`src/rtl/iafp_pkg.sv`:
```
// ----------------------------------------------------------------------------
// IMU angle frame parser - shared definitions
// Frame geometry, register indexes and common types.
// ----------------------------------------------------------------------------
package iafp_pkg;

    // Total bytes in one frame, header and checksum included (11..16)
    localparam int FRAME_BYTES = 11;

    // Byte position counter wide enough for the largest frame
    localparam int POS_W = 4;

    // Payload bytes kept for the result: roll, pitch, yaw, version
    localparam int PAY_FIRST = 2;
    localparam int PAY_LAST  = 9;
    localparam int PAY_BYTES = PAY_LAST - PAY_FIRST + 1;
    localparam int PAY_IDX_W = $clog2(PAY_BYTES);

    // Configuration port
    localparam int CFG_IDX_W  = 1;
    localparam int CFG_DATA_W = 8;

    localparam logic [CFG_IDX_W-1:0] CFG_IDX_HEADER = 1'b0;
    localparam logic [CFG_IDX_W-1:0] CFG_IDX_TYPE   = 1'b1;

    localparam logic [7:0] HEADER_RESET = 8'h55;
    localparam logic [7:0] TYPE_RESET   = 8'h53;

    typedef logic [7:0]        t_byte;
    typedef logic [POS_W-1:0]  t_pos;
    typedef logic [15:0]       t_word;
    typedef logic [31:0]       t_count;

endpackage

```
`src/rtl/iafp_rx_if.sv`:
```
// ----------------------------------------------------------------------------
// IMU angle frame parser - received byte channel
// One serial byte per beat, valid/ready handshake.
// ----------------------------------------------------------------------------
interface iafp_rx_if;

    logic           valid;
    logic           ready;
    iafp_pkg::t_byte rx_byte;

    modport source (
        output valid,
        output rx_byte,
        input  ready
    );

    modport sink (
        input  valid,
        input  rx_byte,
        output ready
    );

endinterface

```
`src/rtl/iafp_res_if.sv`:
```
// ----------------------------------------------------------------------------
// IMU angle frame parser - frame result channel
// One parsed frame per beat, valid/ready handshake.
// ----------------------------------------------------------------------------
interface iafp_res_if;

    logic                  valid;
    logic                  ready;
    logic                  checksum_ok;
    logic signed [15:0]    roll_count;
    logic signed [15:0]    pitch_count;
    logic signed [15:0]    yaw_count;
    iafp_pkg::t_word       version_word;
    iafp_pkg::t_count      good_frames;
    iafp_pkg::t_count      bad_frames;

    modport source (
        output valid,
        output checksum_ok,
        output roll_count,
        output pitch_count,
        output yaw_count,
        output version_word,
        output good_frames,
        output bad_frames,
        input  ready
    );

    modport sink (
        input  valid,
        input  checksum_ok,
        input  roll_count,
        input  pitch_count,
        input  yaw_count,
        input  version_word,
        input  good_frames,
        input  bad_frames,
        output ready
    );

endinterface

```
`src/rtl/imu_angle_frame_parser_unit.sv`:
```
// ----------------------------------------------------------------------------
// IMU angle frame parser
// Byte-serial parser for IMU angle frames with checksum and frame counters.
// ----------------------------------------------------------------------------
// Takes one serial byte per beat and accepts a byte every clock unless
// stalled. A frame is a header byte, an angle type byte, payload and a
// checksum byte; a wrong type byte drops the frame silently (that byte is
// never taken as a new header). When the last byte arrives the result beat
// shows the raw roll, pitch and yaw counts, the version word, a checksum flag
// and the running good/bad frame totals; it appears the cycle after the
// checksum byte. The checksum is kept as a running 8-bit sum. The result sits
// in an output register: input keeps flowing while it waits, and ready drops
// only when the checksum byte of the next frame is due and the previous
// result has still not been taken. The user writes header and type codes via
// the config port only while the parser is idle; the block does not check it.
// ----------------------------------------------------------------------------
module imu_angle_frame_parser_unit (
    input  logic                                i_clk,
    input  logic                                i_rst_n,
    input  logic                                i_cfg_we,
    input  logic [iafp_pkg::CFG_IDX_W-1:0]      i_cfg_idx,
    input  logic [iafp_pkg::CFG_DATA_W-1:0]     i_cfg_data,
    iafp_rx_if.sink                             i_rx,
    iafp_res_if.source                          o_res
);

    typedef enum logic [1:0] {
        PH_IDLE,    // hunting for header
        PH_TYPE,    // header seen, type byte next
        PH_DATA     // collecting payload and checksum
    } t_phase;

    localparam iafp_pkg::t_pos LAST_POS = iafp_pkg::POS_W'(iafp_pkg::FRAME_BYTES - 1);
    localparam iafp_pkg::t_pos PAY_LO   = iafp_pkg::POS_W'(iafp_pkg::PAY_FIRST);
    localparam iafp_pkg::t_pos PAY_HI   = iafp_pkg::POS_W'(iafp_pkg::PAY_LAST);
    localparam iafp_pkg::t_pos POS_ONE  = iafp_pkg::POS_W'(1);
    localparam iafp_pkg::t_pos POS_TWO  = iafp_pkg::POS_W'(2);

    // Config registers
    iafp_pkg::t_byte r_header;
    iafp_pkg::t_byte r_type;

    // Parser state
    t_phase          r_phase, n_phase;
    iafp_pkg::t_pos  r_pos,   n_pos;
    iafp_pkg::t_byte r_sum,   n_sum;

    // Payload bytes of the frame in progress
    iafp_pkg::t_byte r_pay [iafp_pkg::PAY_BYTES];

    // Totals, shown directly on the result beat
    iafp_pkg::t_count r_good;
    iafp_pkg::t_count r_bad;

    // Result register
    logic               r_out_valid;
    logic               r_ok;
    iafp_pkg::t_word    r_roll;
    iafp_pkg::t_word    r_pitch;
    iafp_pkg::t_word    r_yaw;
    iafp_pkg::t_word    r_ver;

    logic                          w_last;
    logic                          w_in_ready;
    logic                          w_in_fire;
    logic                          w_done;
    logic                          w_ok;
    logic                          w_pay_we;
    iafp_pkg::t_pos                w_pay_off;
    logic [iafp_pkg::PAY_IDX_W-1:0] w_pay_idx;

    // Checksum byte is due next
    assign w_last = (r_phase == PH_DATA) && (r_pos == LAST_POS);

    // Stall only if this byte would make a second result while one waits
    assign w_in_ready = !(w_last && r_out_valid && !o_res.ready);
    assign w_in_fire  = i_rx.valid && w_in_ready;
    assign w_done     = w_in_fire && w_last;
    assign w_ok       = (i_rx.rx_byte == r_sum);

    assign w_pay_we  = w_in_fire && (r_phase == PH_DATA) &&
                       (r_pos >= PAY_LO) && (r_pos <= PAY_HI);
    assign w_pay_off = r_pos - PAY_LO;
    assign w_pay_idx = w_pay_off[iafp_pkg::PAY_IDX_W-1:0];

    always_comb begin
        n_phase = r_phase;
        n_pos   = r_pos;
        n_sum   = r_sum;
        if (w_in_fire) begin
            case (r_phase)
                PH_IDLE: begin
                    if (i_rx.rx_byte == r_header) begin
                        n_phase = PH_TYPE;
                        n_pos   = POS_ONE;
                        n_sum   = i_rx.rx_byte;
                    end
                end
                PH_TYPE: begin
                    if (i_rx.rx_byte == r_type) begin
                        n_phase = PH_DATA;
                        n_pos   = POS_TWO;
                        n_sum   = r_sum + i_rx.rx_byte;
                    end else begin
                        n_phase = PH_IDLE;
                        n_pos   = '0;
                    end
                end
                PH_DATA: begin
                    if (w_last) begin
                        n_phase = PH_IDLE;
                        n_pos   = '0;
                    end else begin
                        n_pos = r_pos + POS_ONE;
                        n_sum = r_sum + i_rx.rx_byte;
                    end
                end
                default: begin
                    n_phase = PH_IDLE;
                    n_pos   = '0;
                end
            endcase
        end
    end

    // Control state, config and totals
    always_ff @(posedge i_clk) begin
        if (!i_rst_n) begin
            r_header    <= iafp_pkg::HEADER_RESET;
            r_type      <= iafp_pkg::TYPE_RESET;
            r_phase     <= PH_IDLE;
            r_pos       <= '0;
            r_sum       <= '0;
            r_good      <= '0;
            r_bad       <= '0;
            r_out_valid <= 1'b0;
        end else begin
            if (i_cfg_we) begin
                case (i_cfg_idx)
                    iafp_pkg::CFG_IDX_HEADER: r_header <= i_cfg_data;
                    iafp_pkg::CFG_IDX_TYPE:   r_type   <= i_cfg_data;
                    default: ;
                endcase
            end
            r_phase <= n_phase;
            r_pos   <= n_pos;
            r_sum   <= n_sum;
            if (w_done) begin
                r_out_valid <= 1'b1;
                if (w_ok) begin
                    r_good <= r_good + 32'd1;
                end else begin
                    r_bad <= r_bad + 32'd1;
                end
            end else if (o_res.ready) begin
                r_out_valid <= 1'b0;
            end
        end
    end

    // Payload, no reset
    always_ff @(posedge i_clk) begin
        if (w_pay_we) begin
            r_pay[w_pay_idx] <= i_rx.rx_byte;
        end
        if (w_done) begin
            r_ok    <= w_ok;
            r_roll  <= {r_pay[1], r_pay[0]};
            r_pitch <= {r_pay[3], r_pay[2]};
            r_yaw   <= {r_pay[5], r_pay[4]};
            r_ver   <= {r_pay[7], r_pay[6]};
        end
    end

    assign i_rx.ready         = w_in_ready;
    assign o_res.valid        = r_out_valid;
    assign o_res.checksum_ok  = r_ok;
    assign o_res.roll_count   = $signed(r_roll);
    assign o_res.pitch_count  = $signed(r_pitch);
    assign o_res.yaw_count    = $signed(r_yaw);
    assign o_res.version_word = r_ver;
    assign o_res.good_frames  = r_good;
    assign o_res.bad_frames   = r_bad;

endmodule

```
`src/flat_wrapper.sv`:
```
// flat-port wrapper written by rule: the top's interface ports become plain ports
module imu_angle_frame_parser_unit_flat 
  (i_clk, i_rst_n, i_cfg_we, i_cfg_idx, i_cfg_data, i_rx_valid, i_rx_rx_byte, i_rx_ready, o_res_valid, o_res_checksum_ok, o_res_roll_count, o_res_pitch_count, o_res_yaw_count, o_res_version_word, o_res_good_frames, o_res_bad_frames, o_res_ready);
  iafp_rx_if i_rx_i ();
  iafp_res_if o_res_i ();
  input  logic i_clk;
  input  logic i_rst_n;
  input  logic i_cfg_we;
  input  logic [iafp_pkg::CFG_IDX_W-1:0] i_cfg_idx;
  input  logic [iafp_pkg::CFG_DATA_W-1:0] i_cfg_data;
  input wire logic [$bits(i_rx_i.valid)-1:0] i_rx_valid;
  input wire logic [$bits(i_rx_i.rx_byte)-1:0] i_rx_rx_byte;
  output wire logic [$bits(i_rx_i.ready)-1:0] i_rx_ready;
  output wire logic [$bits(o_res_i.valid)-1:0] o_res_valid;
  output wire logic [$bits(o_res_i.checksum_ok)-1:0] o_res_checksum_ok;
  output wire logic [$bits(o_res_i.roll_count)-1:0] o_res_roll_count;
  output wire logic [$bits(o_res_i.pitch_count)-1:0] o_res_pitch_count;
  output wire logic [$bits(o_res_i.yaw_count)-1:0] o_res_yaw_count;
  output wire logic [$bits(o_res_i.version_word)-1:0] o_res_version_word;
  output wire logic [$bits(o_res_i.good_frames)-1:0] o_res_good_frames;
  output wire logic [$bits(o_res_i.bad_frames)-1:0] o_res_bad_frames;
  input wire logic [$bits(o_res_i.ready)-1:0] o_res_ready;
  assign i_rx_i.valid = i_rx_valid;
  assign i_rx_i.rx_byte = i_rx_rx_byte;
  assign i_rx_ready = i_rx_i.ready;
  assign o_res_valid = o_res_i.valid;
  assign o_res_checksum_ok = o_res_i.checksum_ok;
  assign o_res_roll_count = o_res_i.roll_count;
  assign o_res_pitch_count = o_res_i.pitch_count;
  assign o_res_yaw_count = o_res_i.yaw_count;
  assign o_res_version_word = o_res_i.version_word;
  assign o_res_good_frames = o_res_i.good_frames;
  assign o_res_bad_frames = o_res_i.bad_frames;
  assign o_res_i.ready = o_res_ready;
  imu_angle_frame_parser_unit u_core (.i_clk(i_clk), .i_rst_n(i_rst_n), .i_cfg_we(i_cfg_we), .i_cfg_idx(i_cfg_idx), .i_cfg_data(i_cfg_data), .i_rx(i_rx_i), .o_res(o_res_i));
endmodule
```
`config.mk`:
```
export PLATFORM = sky130hd
export DESIGN_NAME = imu_angle_frame_parser_unit_flat
export DESIGN_NICKNAME = d
export VERILOG_FILES = /design/src/rtl/iafp_pkg.sv /design/src/rtl/iafp_rx_if.sv /design/src/rtl/iafp_res_if.sv /design/src/rtl/imu_angle_frame_parser_unit.sv /design/src/flat_wrapper.sv
export SDC_FILE = /design/constraint.sdc
export NUM_CORES = 1
export LEC_CHECK = 0
export ABC_AREA = 1
export BUFFER_PORTS_ARGS = -buffer_cell sky130_fd_sc_hd__buf_2
export CAP_MARGIN = 40
export CELL_PAD_IN_SITES_DETAIL_PLACEMENT = 1
export CELL_PAD_IN_SITES_GLOBAL_PLACEMENT = 2
export CORE_ASPECT_RATIO = 1.1
export CORE_MARGIN = 1
export CORE_UTILIZATION = 35
export CTS_CLUSTER_DIAMETER = 200
export CTS_CLUSTER_SIZE = 40
export DETAILED_ROUTE_END_ITERATION = 6
export PLACE_DENSITY_LB_ADDON = 0.25
export SETUP_SLACK_MARGIN = 0.02
export SYNTH_ARGS = -nofsm -noshare
export SYNTH_HDL_FRONTEND = slang
export SYNTH_SLANG_ARGS = --single-unit
```
`constraint.sdc`:
```
create_clock -name i_clk -period 2.7 [get_ports i_clk]
set_input_delay 0.405 -clock i_clk [delete_from_list [all_inputs] [get_ports i_clk]]
set_output_delay 0.405 -clock i_clk [all_outputs]
set_load 0.005 [all_outputs]
```
## Word-level counts from Yosys, hierarchy flattened

Memory sizes are Yosys's and may differ from the RTL's. A register that Yosys moved wholly into a read port is not among the register bits.
Cells that the tools add are included.

- Bitwise operators: 2
- Equality and inequality tests: 10
- Muxes and demuxes: 16
- $add $sub $neg: 5
- Magnitude comparators: 2
- Reduce and logical (&&, ||, !) cells: 20

Operators by type and width:

| cell | number |
|---|---|
| adder 32 x 1 -> 32 bit, second input constant | 2 |
| equality test 8 bit | 3 |
| two-way mux 8 bit | 3 |
| one-hot mux 8 bit (3 select lines) | 1 |
| one-hot mux 4 bit (3 select lines) | 1 |
| AND reduction 2 bit | 5 |
| adder 8 bit | 1 |
| logical AND 1 bit | 8 |
| two-way mux 2 bit | 4 |
| two-way mux 4 bit | 2 |
| != test 2 x 1 -> 1 bit, second input constant | 3 |
| one-hot mux 2 bit (3 select lines) | 1 |
| AND reduction 5 bit | 1 |
| adder 4 x 1 -> 4 bit, second input constant | 1 |
| equality test 4 bit, second input constant | 1 |
| >= comparator 4 x 2 -> 1 bit, second input constant | 1 |
| less-or-equal comparator 4 bit, second input constant | 1 |
| two-way mux 1 bit | 4 |
| AND reduction 3 bit | 1 |
| nonzero test 3 bit | 1 |
| subtractor 3 x 2 -> 3 bit, second input constant | 1 |
| equality test 2 x 1 -> 1 bit, second input constant | 1 |
| equality test 2 bit, second input constant | 1 |
| logical NOT 1 bit | 2 |
| other kinds (4) | 5 |

- Memory bits (writable): 64
- Word-level logic and storage cells: 65
- Memories kept: 1
- Register bits after elaboration: 96

Memories:

| name | depth | width | read ports | clocked after memory_dff | write ports | RTL line | source |
|---|---|---|---|---|---|---|---|
| u_core.r_pay | 8 | 8 | 8 | 8 | 1 | imu_angle_frame_parser_unit.sv:49 | `iafp_pkg::t_byte r_pay [iafp_pkg::PAY_BYTES];` |

## Longest topological paths before layout

- Depth after elaboration: 11
- Mapped depth: 12

## Least setup slack after synthesis

Ideal clock, no wire load.

- Path kind: reg-to-reg
- Start point: register u_core.r_pos[0]
- End point: register u_core.r_bad[6], in the netlist u_core.o_res.bad_frames[6]
- Arrival: 2333 ps
- Stages on the path, launching flop included: 13
- Buffers on the path: 1
- Slack: 247 ps
- Required time: 2580 ps
- Library setup time: 120 ps
- Period minus slack after synthesis: 2453 ps
- Cell sequence: dfxtp_1 > inv_1 > ha_1 > nand3_4 > nor2_4 > nand3_2 > inv_2 > nand2_4 > clkinv_2 > buf_6 > nand2_1 > o21ai_0 > a21oi_1

- Word-level cells in the longest chain between the ends: 8

RTL lines:

| element | RTL line | source |
|---|---|---|
| from (decl) | imu_angle_frame_parser_unit.sv:45 | `iafp_pkg::t_pos r_pos, n_pos;` |
| from (signal assigned) | imu_angle_frame_parser_unit.sv:146 | `r_pos <= n_pos;` |
| equality test 4 bit * | imu_angle_frame_parser_unit.sv:73 | `assign w_last = (r_phase == PH_DATA) && (r_pos == LAST_POS);` |
| logical AND 1 bit * | imu_angle_frame_parser_unit.sv:73 |  |
| logical AND 1 bit (2 in series) | imu_angle_frame_parser_unit.sv:76 | `assign w_in_ready = !(w_last && r_out_valid && !o_res.ready);` |
| logical NOT 1 bit | imu_angle_frame_parser_unit.sv:76 |  |
| logical AND 1 bit | imu_angle_frame_parser_unit.sv:77 | `assign w_in_fire = i_rx.valid && w_in_ready;` |
| logical AND 1 bit * | imu_angle_frame_parser_unit.sv:78 | `assign w_done = w_in_fire && w_last;` |
| via u_core.w_done | imu_angle_frame_parser_unit.sv:66 | `logic w_done;` |
| AND reduction 2 bit (no line) * | n/a |  |
| to (signal assigned) | imu_angle_frame_parser_unit.sv:153 | `r_bad <= r_bad + 32'd1;` |
| to (decl) | imu_angle_frame_parser_unit.sv:53 | `iafp_pkg::t_count r_bad;` |

The timed path passes the listed nets; every way through them passes the cells marked *.
A chain may end at the register's enable or synchronous reset.

## Worst setup path after layout

- Start point: register u_core.r_pos[0]
- End point: memory u_core.r_pay[0][6] in the netlist's numbering (enable)

- Word-level cells in the longest chain between the ends: 11
- Elaborated cells on any way between the ends: 14
- Classes of those cells: 1 x add/sub; 2 x order compare; 1 x eq/ne; 2 x mux; 8 x reduce/logical

RTL lines:

| element | RTL line | source |
|---|---|---|
| equality test 4 bit | imu_angle_frame_parser_unit.sv:73 |  |
| logical AND 1 bit | imu_angle_frame_parser_unit.sv:73 |  |
| logical AND 1 bit (2 in series) | imu_angle_frame_parser_unit.sv:76 |  |
| logical NOT 1 bit | imu_angle_frame_parser_unit.sv:76 |  |
| logical AND 1 bit | imu_angle_frame_parser_unit.sv:77 |  |
| logical AND 1 bit (2 in series) | imu_angle_frame_parser_unit.sv:81 | `assign w_pay_we = w_in_fire && (r_phase == PH_DATA) &&` |
| logical AND 1 bit | imu_angle_frame_parser_unit.sv:82 | `(r_pos >= PAY_LO) && (r_pos <= PAY_HI);` |
| two-way mux 1 bit | imu_angle_frame_parser_unit.sv:163 | `if (w_pay_we) begin` |
| two-way mux 1 bit (not written as such) | imu_angle_frame_parser_unit.sv:164 | `r_pay[w_pay_idx] <= i_rx.rx_byte;` |
| to (decl) | imu_angle_frame_parser_unit.sv:49 |  |

Parallel ways exist; a longest one is shown, timed or not.

==> results.toml <==
[critical_path]
r2r_end = "u_core.r_pay[0][6]"
path_cells = "inv_1 > ha_1 > nand3_4 > nor2_4 > nand2_1 > nand2_2 > nor4_1 > nand2_1 > nor2_1 > buf_4"
crit_top_cell = "nand2_1"
critical_path_class = "flip-flop to flip-flop"
setup.worst_path.start_class = "flip-flop"
max_stage_delay_ns = 0.46
reg2reg_slack_ns = 0.26
crit_family = "simple AND/OR/NAND/NOR gates"
path_buf_inv = 2
arrival_ns = 2.63
crit_slowest_cell = "dfxtp_1"
r2r_start = "u_core.r_pos[0]"
crit_fanout = 8
r2r_cells = 10
crit_path_end_kind = "flip-flop"
cp.required_ns = 2.88

[sta]
rsz0062_at_grt = "false"
finalCriticalPeriod_ns = 2.44
tns_ns = 0
fin_crit_sh_pct = 90.5
fin_ws_ns = 0.257
max_slew_margin_pct = 53.6
slew_viol_final = 0
finalSetupViolCount = 0
fin_worst_skew_ns = 0.0431
fmax_mhz = 409
worst_pin_slew_ns = 0.695
hold_viol_final = 0

[yosys]
yosysSeqAreaShare_pct = 59.4
ys_ff_latch = 224
synth_top_family_by_area = "simple AND/OR/NAND/NOR gates"
yosys_warnings = 0
syn-num-nets = 1070
synth_adder_area_share_pct = 2.52
synth_xor_area_share_pct = 2.96
syn_area_per_cell_um2 = 9.45
synth_compound_area_share_pct = 5.32
synthCells = 1029
syn_area_um2 = 9720
synth_mux_area_share_pct = 0
synthSimpleGateAreaFrac_pct = 24.6
ys_types = 49

[clock_network]
clk_latency_ns = 0.50
path_clk_slew_ns = 0.15
cts_num_sinks = 224
cts-root-buf = "clkbuf_16"
post-cts-setup-buffers = 0
hold_buffers = 0
clockBufferDepth = 3
cts_inserted_buffers = 9
cts_tree = "yes"
cts_resized = 0
cts_max_level = 1

[worst_hold_path]
hp-start = "i_cfg_data[4]"
hold_path.class = "input pin to flip-flop"
hold_end = "u_core.r_type[4]"
hold_depth = 3

[die]
io_pins = 153
core-area_um2 = 27100
dieArea_um2 = 28400
dieWidth_um = 161
initial_utilization_pct = 35.8
row_count = 63
die_y_um = 177

[drt]
dr_wl_met3_um = 989
wl_met2_um = 11900
wl_per_cell_um = 15.6
first_iter_violations = 195
ant_nets = 0
drtPass1Iterations = 4
via_per_inst = 4.73
num_vias = 7347
met1_length_um = 11000
wl_um = 24300
maxUsedRoutingLayer = "met5"
detail_route.drc_violations = 0

[pwr]
p_per_area_nw_per_um2 = 508
ir_drop_uv = 371
clkPwrFrac_pct = 28.9
p_leak_nw = 4.39
p_int_mw = 4.40
seq_power_share_pct = 64.0
p_switching_mw = 1.30
p_total_mw = 5.70
swShare_pct = 22.8
p_comb_share_pct = 7.1

[final_layout]
fin_nets = 1235
fin_cells = 1553
drive_gt1_share_pct = 18.7
fin_util_pct = 41.4
syn_to_final_growth_pct = 15.5
n_antenna_cell = 0

[global_routing]
grt_pass1_wl_um = 39000
grt-ovfl-total = 0
antenna_found_initial = 1
grt_usage_pct = 17.3
grt_pass1_vias = 7368
grt_start_max_net_pins = 67

[placement]
gp_routability_congestion = 0.833
dp_cells = 1540
place.port_buffers = 152
post-place-ws_ns = 0.357
hpwl_um = 18400

[run_status]
status = "complete, no violations"

[run]
cap_viol_max_count = 0
[cell usage in the layout (no fill, tap or decap), types with 3 or more instances in the layout]
master / instances
a31oi_1: 4
buf_2: 152
inv_2: 5
nand3_1: 38
ha_1: 18
nand3b_1: 6
dfxtp_1: 95
inv_1: 85
nor4_1: 3
xnor2_1: 16
edfxtp_1: 129
nor3_2: 8
nor2_2: 8
nand3_2: 3
nor3_1: 23
a21oi_1: 53
clkbuf_16: 9
xor2_1: 15
nor2_1: 144
buf_4: 21
o21ai_1: 3
nor3b_1: 4
and3_1: 5
nand4_1: 12
clkbuf_1: 3
o21ai_0: 27
nand2_1: 278
[cell usage after synthesis, drive strengths merged]
master	number	share of area (%)
buf	11	0.99
nand4	14	1.1
edfxtp	129	40
a21o	1	0.077
o22ai	1	0.064
and3	5	0.32
and2	2	0.15
dfxtp	95	20
clkinv	3	0.13
o21bai	2	0.15
nor2	154	6.3
inv	90	3.5
ha	18	2.3
nor3b	4	0.31
o21ai	30	1.5
xor2	15	1.4
nor4	3	0.19
a21oi	55	3.0
clkbuf	10	0.59
xnor2	17	1.6
nand3b	6	0.46
fa	1	0.21
nor3	32	2.2
a21boi	1	0.077
nand2	282	11
o21a	1	0.077
o211ai	1	0.077
a31oi	4	0.26
nand3	42	2.4
[power by group through the flow]
stage	clock (mW)	combinational, mW	sequential (mW)
2_1_floorplan	0	0.280	3.71
3_3_place_gp	0	0.406	3.72
3_5_place_dp	0	0.413	3.72
4_1_cts	1.72	0.416	3.65
5_1_grt	1.80	0.466	3.65
6_report	1.65	0.407	3.64
[metrics by stage]
| stage | hold WS, ns | cell area (um2) |
|---|---|---|
| after CTS | 0.121 | 11200 |
| after detailed placement | 0.406 | 11000 |
| final | 0.135 | 11200 |
| after global placement | 0.401 | 11000 |
| after floorplan | 0.400 | 9720 |
| after global routing | 0.118 | 11200 |
[worst min-delay path: cells and delay by family]
kind / cells / cell delay [ns]
and+or+nand+nor: 2 / 0.10
buffers and inverters: 1 / 0.10
[how the worst max path moves through the flow]
stage                                      end  slack, ns  cells after the start            start
detailed placement          u_core.r_pay[0][4]       0.36                     10  u_core.r_pos[0]
finish                      u_core.r_pay[0][6]       0.26                     10  u_core.r_pos[0]
floorplan           u_core.o_res.bad_frames[6]       0.25                     12  u_core.r_pos[0]
CTS                         u_core.r_pay[0][6]       0.26                     10  u_core.r_pos[0]
global route                u_core.r_pay[0][6]       0.03                     10  u_core.r_pos[0]
global placement            u_core.r_pay[2][5]       0.39                     10  u_core.r_pos[0]
[logic make-up after synthesis]
family | count (synthesis)
AO/OA/AOI/OAI | 96
XOR/XNOR | 32
adder cells (fa/ha/maj) | 19
buffers and inverters | 114
flip-flops | 224
AND/OR/NAND/NOR | 544
[area by class of cell]
class | count | area (um2)
timing repair buffer | 175 | 958
fill | 3247 | 15900
clock buffer | 12 | 236
sequential | 224 | 5780
tap | 357 | 447
multi-input combinational | 691 | 3440
inverter | 93 | 350
clock inverter | 1 | 16.3
[sequential cells by signal (all words and copies together) (netlist names), 4 cells and up]
| signal | flops |
|---|---|
| o_res_version_word | 16 |
| u_core.o_res.bad_frames | 32 |
| u_core.r_pos | 4 |
| u_core.r_sum | 8 |
| u_core.r_header | 8 |
| o_res_yaw_count | 16 |
| u_core.r_type | 8 |
| u_core.o_res.good_frames | 32 |
| o_res_roll_count | 16 |
| u_core.r_pay | 64 |
| o_res_pitch_count | 16 |
[per-layer routing]
metal  GRT usage (%)  vias up
li1                -     3697
met1            22.1     3486
met2            31.1      141
met3            2.30       21
met4            3.69        2
met5               0        -
Note: power is estimated with default switching activity, not from simulation.
